===== src/hdl/jtms_pkg.sv =====
// Shared package for the Johnson two-machine sequencer.
// Holds field widths, defaults, the controller state type and the
// command and status bundles that link the controller and the datapath.
`default_nettype none

package jtms_pkg;

    localparam int TIME_W        = 16;
    localparam int NUM_W         = 7;
    localparam int SPAN_W        = 23;
    localparam int MAX_JOBS_DEF  = 64;
    localparam int TIME_BITS_DEF = 16;
    localparam int S_DATA_W      = 32;
    localparam int M_DATA_W      = 64;
    localparam int OUT_PAD_W     = M_DATA_W - NUM_W - 2 * TIME_W - SPAN_W;

    localparam logic [SPAN_W-1:0] SPAN_MAX = {SPAN_W{1'b1}};

    typedef enum logic [2:0] {
        ST_LOAD,
        ST_PASS_START,
        ST_LOAD_CUR,
        ST_CMP,
        ST_PASS_END,
        ST_EMIT_RD,
        ST_EMIT_A,
        ST_EMIT_B
    } state_t;

    typedef struct packed {
        logic take;
        logic rd_first;
        logic load_cur;
        logic cmp_step;
        logic pass_end;
        logic emit_rd;
        logic emit_a;
        logic emit_out;
    } cmd_t;

    typedef struct packed {
        logic final_in;
        logic lim_zero;
        logic last_cmp;
        logic emit_last;
        logic out_free;
    } status_t;

endpackage

`default_nettype wire


===== src/hdl/jtms_ctrl.sv =====
// Controller state machine of the Johnson two-machine sequencer.
// Depends on jtms_pkg for the state type and the command and status bundles.
`default_nettype none

module jtms_ctrl (
    input  wire logic              clk,
    input  wire logic              rst_n,
    input  wire jtms_pkg::status_t status,
    output jtms_pkg::cmd_t         cmd
);
    import jtms_pkg::*;

    state_t state_reg;
    state_t state_next;

    always_ff @(posedge clk or negedge rst_n)
    begin
        if (!rst_n)
        begin
            state_reg <= ST_LOAD;
        end
        else
        begin
            state_reg <= state_next;
        end
    end

    always_comb
    begin
        state_next = state_reg;
        cmd        = '0;
        case (state_reg)
            ST_LOAD:
            begin
                cmd.take = 1'b1;
                if (status.final_in)
                begin
                    state_next = ST_PASS_START;
                end
            end
            ST_PASS_START:
            begin
                if (status.lim_zero)
                begin
                    state_next = ST_EMIT_RD;
                end
                else
                begin
                    cmd.rd_first = 1'b1;
                    state_next   = ST_LOAD_CUR;
                end
            end
            ST_LOAD_CUR:
            begin
                cmd.load_cur = 1'b1;
                state_next   = ST_CMP;
            end
            ST_CMP:
            begin
                cmd.cmp_step = 1'b1;
                if (status.last_cmp)
                begin
                    state_next = ST_PASS_END;
                end
            end
            ST_PASS_END:
            begin
                cmd.pass_end = 1'b1;
                state_next   = ST_PASS_START;
            end
            ST_EMIT_RD:
            begin
                cmd.emit_rd = 1'b1;
                state_next  = ST_EMIT_A;
            end
            ST_EMIT_A:
            begin
                cmd.emit_a = 1'b1;
                state_next = ST_EMIT_B;
            end
            ST_EMIT_B:
            begin
                if (status.out_free)
                begin
                    cmd.emit_out = 1'b1;
                    state_next   = status.emit_last ? ST_LOAD : ST_EMIT_RD;
                end
            end
            default:
            begin
                state_next = ST_LOAD;
            end
        endcase
    end

endmodule

`default_nettype wire


===== src/hdl/jtms_datapath.sv =====
// Datapath of the Johnson two-machine sequencer: job memory, bubble-pass
// carry register, makespan accumulators and the output register.
// Depends on jtms_pkg and is driven by jtms_ctrl through cmd_t and status_t.
`default_nettype none

module jtms_datapath #(
    parameter int MAX_JOBS  = jtms_pkg::MAX_JOBS_DEF,
    parameter int TIME_BITS = jtms_pkg::TIME_BITS_DEF
) (
    input  wire logic                          clk,
    input  wire logic                          rst_n,
    input  wire jtms_pkg::cmd_t                cmd,
    output jtms_pkg::status_t                  status,
    input  wire logic                          s_tvalid,
    output logic                               s_tready,
    input  wire logic [jtms_pkg::S_DATA_W-1:0] s_tdata,
    input  wire logic                          s_tlast,
    output logic                               m_tvalid,
    input  wire logic                          m_tready,
    output logic [jtms_pkg::M_DATA_W-1:0]      m_tdata,
    output logic                               m_tuser,
    output logic                               m_tlast
);
    import jtms_pkg::*;

    localparam int CNT_W    = $clog2(MAX_JOBS + 1);
    localparam int ADDR_W   = $clog2(MAX_JOBS);
    localparam int STORE_TB = (TIME_BITS < TIME_W) ? TIME_BITS : TIME_W;
    localparam int ENT_W    = CNT_W + 2 * STORE_TB;

    function automatic logic pair_swap(
        input logic [TIME_W-1:0] v0,
        input logic [TIME_W-1:0] v1,
        input logic [TIME_W-1:0] v2,
        input logic [TIME_W-1:0] v3
    );
        logic [1:0]        best_lo;
        logic [1:0]        best_hi;
        logic [TIME_W-1:0] min_lo;
        logic [TIME_W-1:0] min_hi;
        logic [1:0]        best;
        best_lo = (v1 < v0) ? 2'd1 : 2'd0;
        min_lo  = (v1 < v0) ? v1 : v0;
        best_hi = (v3 < v2) ? 2'd3 : 2'd2;
        min_hi  = (v3 < v2) ? v3 : v2;
        best    = (min_hi < min_lo) ? best_hi : best_lo;
        return best[0];
    endfunction

    logic [ENT_W-1:0]  mem [MAX_JOBS];
    logic [ENT_W-1:0]  rdata_reg;
    logic [ENT_W-1:0]  cur_reg;
    logic [ENT_W-1:0]  ent_reg;
    logic [CNT_W-1:0]  count_reg;
    logic              dropped_reg;
    logic [ADDR_W-1:0] lim_reg;
    logic [ADDR_W-1:0] j_reg;
    logic [ADDR_W-1:0] k_reg;
    logic [SPAN_W-1:0] fa_reg;
    logic [SPAN_W-1:0] fb_reg;
    logic              out_valid_reg;
    logic [M_DATA_W-1:0] out_data_reg;
    logic              out_user_reg;
    logic              out_last_reg;

    logic              accept;
    logic              full;
    logic              swap;
    logic              we;
    logic [ADDR_W-1:0] waddr;
    logic [ENT_W-1:0]  wdata;
    logic [ADDR_W-1:0] raddr;
    logic [TIME_W-1:0] in_ta;
    logic [TIME_W-1:0] in_tb;
    logic [TIME_W-1:0] cur_ta;
    logic [TIME_W-1:0] cur_tb;
    logic [TIME_W-1:0] nxt_ta;
    logic [TIME_W-1:0] nxt_tb;
    logic [TIME_W-1:0] ent_ta;
    logic [TIME_W-1:0] ent_tb;
    logic [TIME_W-1:0] rd_ta;
    logic [CNT_W+NUM_W-1:0] ent_num_wide;
    logic [SPAN_W:0]   fa_sum;
    logic [SPAN_W:0]   fb_sum;
    logic [SPAN_W-1:0] fb_base;
    logic [SPAN_W-1:0] fa_next;
    logic [SPAN_W-1:0] fb_next;

    assign in_ta  = s_tdata[TIME_W-1:0];
    assign in_tb  = s_tdata[2*TIME_W-1:TIME_W];
    assign cur_ta = TIME_W'(cur_reg[STORE_TB-1:0]);
    assign cur_tb = TIME_W'(cur_reg[2*STORE_TB-1:STORE_TB]);
    assign nxt_ta = TIME_W'(rdata_reg[STORE_TB-1:0]);
    assign nxt_tb = TIME_W'(rdata_reg[2*STORE_TB-1:STORE_TB]);
    assign rd_ta  = nxt_ta;
    assign ent_ta = TIME_W'(ent_reg[STORE_TB-1:0]);
    assign ent_tb = TIME_W'(ent_reg[2*STORE_TB-1:STORE_TB]);
    assign ent_num_wide = {{NUM_W{1'b0}}, ent_reg[ENT_W-1:2*STORE_TB]};

    assign s_tready = cmd.take;
    assign accept   = cmd.take && s_tvalid;
    assign full     = (count_reg == CNT_W'(MAX_JOBS));
    assign swap     = pair_swap(cur_ta, nxt_ta, nxt_tb, cur_tb);

    assign fa_sum  = {1'b0, fa_reg} + (SPAN_W + 1)'(rd_ta);
    assign fa_next = fa_sum[SPAN_W] ? SPAN_MAX : fa_sum[SPAN_W-1:0];
    assign fb_base = (fa_reg > fb_reg) ? fa_reg : fb_reg;
    assign fb_sum  = {1'b0, fb_base} + (SPAN_W + 1)'(ent_tb);
    assign fb_next = fb_sum[SPAN_W] ? SPAN_MAX : fb_sum[SPAN_W-1:0];

    assign status.final_in  = accept && s_tlast;
    assign status.lim_zero  = (lim_reg == '0);
    assign status.last_cmp  = (ADDR_W'(j_reg + ADDR_W'(1)) == lim_reg);
    assign status.emit_last = ((CNT_W'(k_reg) + CNT_W'(1)) == count_reg);
    assign status.out_free  = !out_valid_reg || m_tready;

    always_comb
    begin
        if (cmd.rd_first)
        begin
            raddr = '0;
        end
        else if (cmd.load_cur)
        begin
            raddr = ADDR_W'(1);
        end
        else if (cmd.emit_rd)
        begin
            raddr = k_reg;
        end
        else
        begin
            raddr = ADDR_W'(j_reg + ADDR_W'(2));
        end
    end

    always_comb
    begin
        we    = 1'b0;
        waddr = j_reg;
        wdata = cur_reg;
        if (accept && !full)
        begin
            we    = 1'b1;
            waddr = count_reg[ADDR_W-1:0];
            wdata = {CNT_W'(count_reg + CNT_W'(1)), in_tb[STORE_TB-1:0], in_ta[STORE_TB-1:0]};
        end
        else if (cmd.cmp_step)
        begin
            we    = 1'b1;
            waddr = j_reg;
            wdata = swap ? rdata_reg : cur_reg;
        end
        else if (cmd.pass_end)
        begin
            we    = 1'b1;
            waddr = lim_reg;
            wdata = cur_reg;
        end
    end

    always_ff @(posedge clk)
    begin
        if (we)
        begin
            mem[waddr] <= wdata;
        end
        rdata_reg <= mem[raddr];
    end

    always_ff @(posedge clk)
    begin
        if (cmd.load_cur)
        begin
            cur_reg <= rdata_reg;
        end
        else if (cmd.cmp_step && !swap)
        begin
            cur_reg <= rdata_reg;
        end
        if (cmd.emit_a)
        begin
            ent_reg <= rdata_reg;
        end
        if (cmd.emit_out)
        begin
            out_data_reg <= {{OUT_PAD_W{1'b0}},
                             status.emit_last ? fb_next : {SPAN_W{1'b0}},
                             ent_tb, ent_ta, ent_num_wide[NUM_W-1:0]};
            out_user_reg <= dropped_reg;
            out_last_reg <= status.emit_last;
        end
    end

    always_ff @(posedge clk or negedge rst_n)
    begin
        if (!rst_n)
        begin
            count_reg     <= '0;
            dropped_reg   <= 1'b0;
            lim_reg       <= '0;
            j_reg         <= '0;
            k_reg         <= '0;
            fa_reg        <= '0;
            fb_reg        <= '0;
            out_valid_reg <= 1'b0;
        end
        else
        begin
            if (accept)
            begin
                if (full)
                begin
                    dropped_reg <= 1'b1;
                    lim_reg     <= ADDR_W'(MAX_JOBS - 1);
                end
                else
                begin
                    count_reg <= CNT_W'(count_reg + CNT_W'(1));
                    lim_reg   <= count_reg[ADDR_W-1:0];
                end
            end
            if (cmd.rd_first)
            begin
                j_reg <= '0;
            end
            if (cmd.cmp_step)
            begin
                j_reg <= ADDR_W'(j_reg + ADDR_W'(1));
            end
            if (cmd.pass_end)
            begin
                lim_reg <= ADDR_W'(lim_reg - ADDR_W'(1));
            end
            if (cmd.emit_a)
            begin
                fa_reg <= fa_next;
            end
            if (m_tready)
            begin
                out_valid_reg <= 1'b0;
            end
            if (cmd.emit_out)
            begin
                out_valid_reg <= 1'b1;
                fb_reg        <= fb_next;
                k_reg         <= ADDR_W'(k_reg + ADDR_W'(1));
                if (status.emit_last)
                begin
                    count_reg   <= '0;
                    dropped_reg <= 1'b0;
                    fa_reg      <= '0;
                    fb_reg      <= '0;
                    k_reg       <= '0;
                end
            end
        end
    end

    assign m_tvalid = out_valid_reg;
    assign m_tdata  = out_data_reg;
    assign m_tuser  = out_user_reg;
    assign m_tlast  = out_last_reg;

endmodule

`default_nettype wire


===== src/hdl/johnson_two_machine_sequencer_top.sv =====
// Top level of the Johnson two-machine flow-shop sequencer.
// Depends on jtms_pkg, jtms_ctrl and jtms_datapath.
//
// Usage: each input word on the s_ group is one job; s_tdata holds the time on
// machine A in the low half and the time on machine B in the high half, and
// s_tlast marks the last job of a set. Jobs are taken one per cycle while
// loading. Jobs that find the store full are dropped and the set is flagged.
// After the last job the block sorts the set by Johnson's rule with a bubble
// sort over the job memory, one pair compared per cycle, and s_tready is low
// meanwhile. The memory's single read and single write port set this pace.
// It then emits one word per job in schedule order on the m_ group: it reads
// the job, adds its machine-A time, then registers the word before it reads
// the next job; m_tlast marks the last word, which also carries the
// makespan, and m_tuser flags a set that dropped jobs. An output register holds
// the pending word, so a stalled receiver only holds emission in place, and
// loading of the next set starts while the final word still waits.
// Reset empties the set and returns the block to loading.
`default_nettype none

module johnson_two_machine_sequencer_top #(
    parameter int MAX_JOBS  = jtms_pkg::MAX_JOBS_DEF,
    parameter int TIME_BITS = jtms_pkg::TIME_BITS_DEF
) (
    input  wire logic                          clk,
    input  wire logic                          rst_n,
    input  wire logic                          s_tvalid,
    output logic                               s_tready,
    // time_on_first [15:0], time_on_second [31:16]
    input  wire logic [jtms_pkg::S_DATA_W-1:0] s_tdata,
    input  wire logic                          s_tlast,
    output logic                               m_tvalid,
    input  wire logic                          m_tready,
    // job_number [6:0], out_time_first [22:7], out_time_second [38:23],
    // makespan [61:39], zero fill [63:62]
    output logic [jtms_pkg::M_DATA_W-1:0]      m_tdata,
    // overflow [0]
    output logic                               m_tuser,
    output logic                               m_tlast
);
    import jtms_pkg::*;

    cmd_t    cmd;
    status_t status;

    jtms_ctrl u_ctrl (
        .clk    (clk),
        .rst_n  (rst_n),
        .status (status),
        .cmd    (cmd)
    );

    jtms_datapath #(
        .MAX_JOBS  (MAX_JOBS),
        .TIME_BITS (TIME_BITS)
    ) u_datapath (
        .clk      (clk),
        .rst_n    (rst_n),
        .cmd      (cmd),
        .status   (status),
        .s_tvalid (s_tvalid),
        .s_tready (s_tready),
        .s_tdata  (s_tdata),
        .s_tlast  (s_tlast),
        .m_tvalid (m_tvalid),
        .m_tready (m_tready),
        .m_tdata  (m_tdata),
        .m_tuser  (m_tuser),
        .m_tlast  (m_tlast)
    );

endmodule

`default_nettype wire


===== config.mk =====
export PLATFORM = sky130hd
export DESIGN_NAME = johnson_two_machine_sequencer_top
export DESIGN_NICKNAME = d
export VERILOG_FILES = /design/src/hdl/jtms_pkg.sv /design/src/hdl/jtms_ctrl.sv /design/src/hdl/jtms_datapath.sv /design/src/hdl/johnson_two_machine_sequencer_top.sv
export SDC_FILE = /design/constraint.sdc
export NUM_CORES = 2
export LEC_CHECK = 0
export BUFFER_PORTS_ARGS = -buffer_cell sky130_fd_sc_hd__buf_2
export CORE_ASPECT_RATIO = 1.5
export CORE_MARGIN = 10
export CORE_UTILIZATION = 52
export DETAILED_ROUTE_END_ITERATION = 10
export GPL_TIMING_DRIVEN = 0
export PLACE_DENSITY = 0.68
export SETUP_SLACK_MARGIN = 0.15
export SYNTH_ARGS = -nofsm -noshare
export SYNTH_HDL_FRONTEND = slang
export SYNTH_SLANG_ARGS = --single-unit

===== constraint.sdc =====
create_clock -name clk -period 8.84 [get_ports clk]
set_input_delay 1.768 -clock clk [delete_from_list [all_inputs] [get_ports clk]]
set_output_delay 1.768 -clock clk [all_outputs]
set_load 0.05 [all_outputs]

==> summary.md <==
| Metric | Value |
|---|---|
| Crit path DAT | 9.16 ns |
| Clock Sinks | 2753 |
| Total congestion overflow | 0 |
| Peak supply drop | 0.000161 V |
| Post-Syn Instances | 8507 |
| Port bufs | 102 |
| Antenna viol nets, final | 0 |
| Leakage Power | 39.5 nW |
| Relative slew slack | -0.0787 |
| Cell with the most instances after synthesis | edfxtp_1 |
| Synth area leader | edfxtp_1 |
| Slowest stage delay, CP | 1.20 ns |
| Initial antenna violation count | 16 |
| Fmax | 117 MHz |
| CTS Buffer Depth | 4 |
| Largest net degree at the start of global routing | 71 |
| Switching power | 4.70 mW |
| Via density | 6.12 |
| Clock share of power | 0.424 |
| RSZ-0062 raised after global routing | no |
| Worst path depth | 17 |
| Reg clk slew, reported paths | 0.06 ns |
| Post-CTS Hold Fix Bufs | 0 |
| CP top delay family | compound AO/OA/AOI/OAI gates |
| Met2 wire len | 171000 um |
| Most Frequent Cell on Critical Path | o21ai_0 |
| Final Critical Period | 8.54 ns |
| Failing checks | max-capacitance violations, max-slew violations |
| Gate power share | 0.001 |
| Kind of critical path | register to register |
| Yosys cell types | 73 |
| Hold Crit Class | register to register |
| R2R cell count | 17 |
| Post-synth top cells | edfxtp_1, nand2_1, nand3_1 |
| Worst skew pair latency | 0.92 ns |
| Final TNS setup | 0 ns |
| Final-report setup violation count | 0 |
| Seq/Total Area, Yosys | 0.731 |
| Synth Register Bits | 2753 |
| Avg WL per Cell | 29.5 um |
| Hold_ws | 0.416 ns |
| Pwr dens | 191 nW/um^2 |
| DRC | 0 |
| H-tree levels | 4 |
| Crit share post-route | 0.966 |
| Critical-path top delay cell | a21oi_1 |
| Crit path launch type | register |
| Post-synth EDFFs | 2638 |
| Initial detailed-routing violation count | 9033 |
| Non-filler instance count after layout | 12200 |
| WL final | 360000 um |
| Hpwl dp | 267000 um |
| Worst hold stages | 0 |
| Met3 routed WL | 29500 um |
| Chip width | 399 um |
| Largest Register | u_datapath.mem |
| Fill cells | 16200 |
| Final number of max-transition violations | 24 |
| CTS tree | built |
| Drt pass-1 iters | 6 |
| Cell Int Power | 19.7 mW |
| Crit path max fanout | 10 |
| M1 wire length | 117000 um |
| Tot GR Track Use | 0.299 |
| Final hold viol count | 0 |
| Share of synthesized flip-flops with an asynchronous set or reset | 0.0276 |
| Number of global-route vias before repair | 73700 |
| Placer Congestion | 1.01 |
| Clock Tree Root | clkbuf_16 |
| Ys Warns | 0 |
| Core area | 214000 um^2 |
| Flop pwr share | 0.575 |
| Avg Inst Size Synth | 13.2 um^2 |
| First-pass GRT wire length | 507000 um |
| Die area | 235000 um^2 |
| Vias | 74600 |
| Worst-Margin Slew | 1.60 ns |
| WP buf/inv | 2 |
| Nets | 9303 |
| Share of cells above drive strength 1 | 0.109 |
| Critical path cell sequence | ha_1, nand4_1, o21bai_1, a31oi_2, clkbuf_1, clkbuf_1, o21ai_0, fa_1, a21o_1, a21oi_1, o21ai_0, a211oi_1, o21ai_0, a21oi_1, o21ai_0, a21oi_1, nor2_1 |
| Die height | 588 um |
| Rows | 208 |
| Final Skew | 0.0755 ns |
| Setup crit end kind | register |
| Placed insts | 11800 |
| Ranking of synthesized cells by area | edfxtp_1, nand2_1, nand3_1 |
| Top sig layer | met5 |
| Ys flop type | edfxtp_1 |
| Largest register FFs | 2496 |
| Total of max-cap violations | 5 |
| Outcome | finished, violations left |
| Req. time, crit path | 9.46 ns |
| Area growth, synth to finish | 14.0% |
| Num CTS Buffers | 241 |
| Switching Share | 0.192 |
| Synth top area share | 0.707 |
| Starting density of the core | 0.523 |
| Total I/O pin count | 105 |
| Netlist Area Pre-Place | 112000 um^2 |
## per-layer routing
metal,vias to the layer above,track usage
met5,-,0.00493
met4,8,0.289
met3,1143,0.0524
met2,3885,0.485
met1,36800,0.327
li1,32800,-
## per-stage QoR
| stage | util | total power, mW | cell area (um^2) | worst slack [ns] |
|---|---|---|---|---|
| 6_report | 0.596 | 24.4 | 128000 | 0.296 |
| 5_1_grt | 0.596 | 25.0 | 128000 | 0.339 |
| 4_1_cts | 0.596 | 24.5 | 128000 | 0.620 |
| 3_5_place_dp | 0.561 | 14.4 | 120000 | -0.541 |
| 3_3_place_gp | 0.542 | 14.4 | 116000 | -3.81 |
| 2_1_floorplan | - | 14.3 | 112000 | 2.45 |
## final timing paths
path                                     endpoint              startpoint  slack [ns]
setup / recovery           u_datapath.m_tdata[59]   u_datapath.fa_reg[15]        0.30
hold / removal              u_datapath.m_tdata[4]  u_datapath.ent_reg[36]        0.42
setup reg to reg           u_datapath.m_tdata[59]   u_datapath.fa_reg[15]        0.30
hold reg to reg             u_datapath.m_tdata[4]  u_datapath.ent_reg[36]        0.42
max in group asynchronous   u_datapath.fa_reg[22]                   rst_n        7.39
min in group asynchronous   u_datapath.fa_reg[11]                   rst_n        0.78
## cells in the final DEF (no fill, tap or decap), drive strengths merged, types with 104 or more instances in the layout
master	synthesis	final
nand3	873	873
nor2	172	172
a21oi	104	104
mux2i	242	242
and3	251	251
clkinv	0	112
edfxtp	2638	2638
nand2	2358	2358
a31oi	244	244
buf	220	627
ha	107	107
clkbuf	323	623
## repair_timing
action                                  4_1_cts  5_1_grt
endpoints found under the setup margin       26        0
buffers inserted                              0        0
gates resized for setup                       2        0
## layout make-up
class	instances	area (um^2)	area share
buffer	542	2340	0.0183
sequential	2753	81900	0.641
inverter	81	304	0.00238
multi-input combinational	5131	28000	0.219
clock inverter	140	1170	0.00913
tap	2835	3550	0.0278
timing repair buffer	407	4010	0.0314
clock buffer	301	6420	0.0503
antenna	9	22.5	0.000176
## cells by family after synthesis
group	count (synthesis)	share of synthesized area
buf+inv	624	0.0235
mux	263	0.0237
flops	2753	0.731
xor+xnor	51	0.00399
fa+ha+maj	109	0.0123
simple gates	3738	0.143
other cells	1	0.0000335
compound gates	968	0.0627
## power groups by stage
stage	clock network (mW)	registers (mW)	logic (mW)
after CTS	10.4	14.1	0.0247
after floorplan	0	14.3	0.00288
after global routing	10.9	14.1	0.0265
after detailed placement	0	14.3	0.0247
after global placement	0	14.3	0.0232
final	10.4	14.1	0.0249
Note: power is estimated with default switching activity, not from simulation.
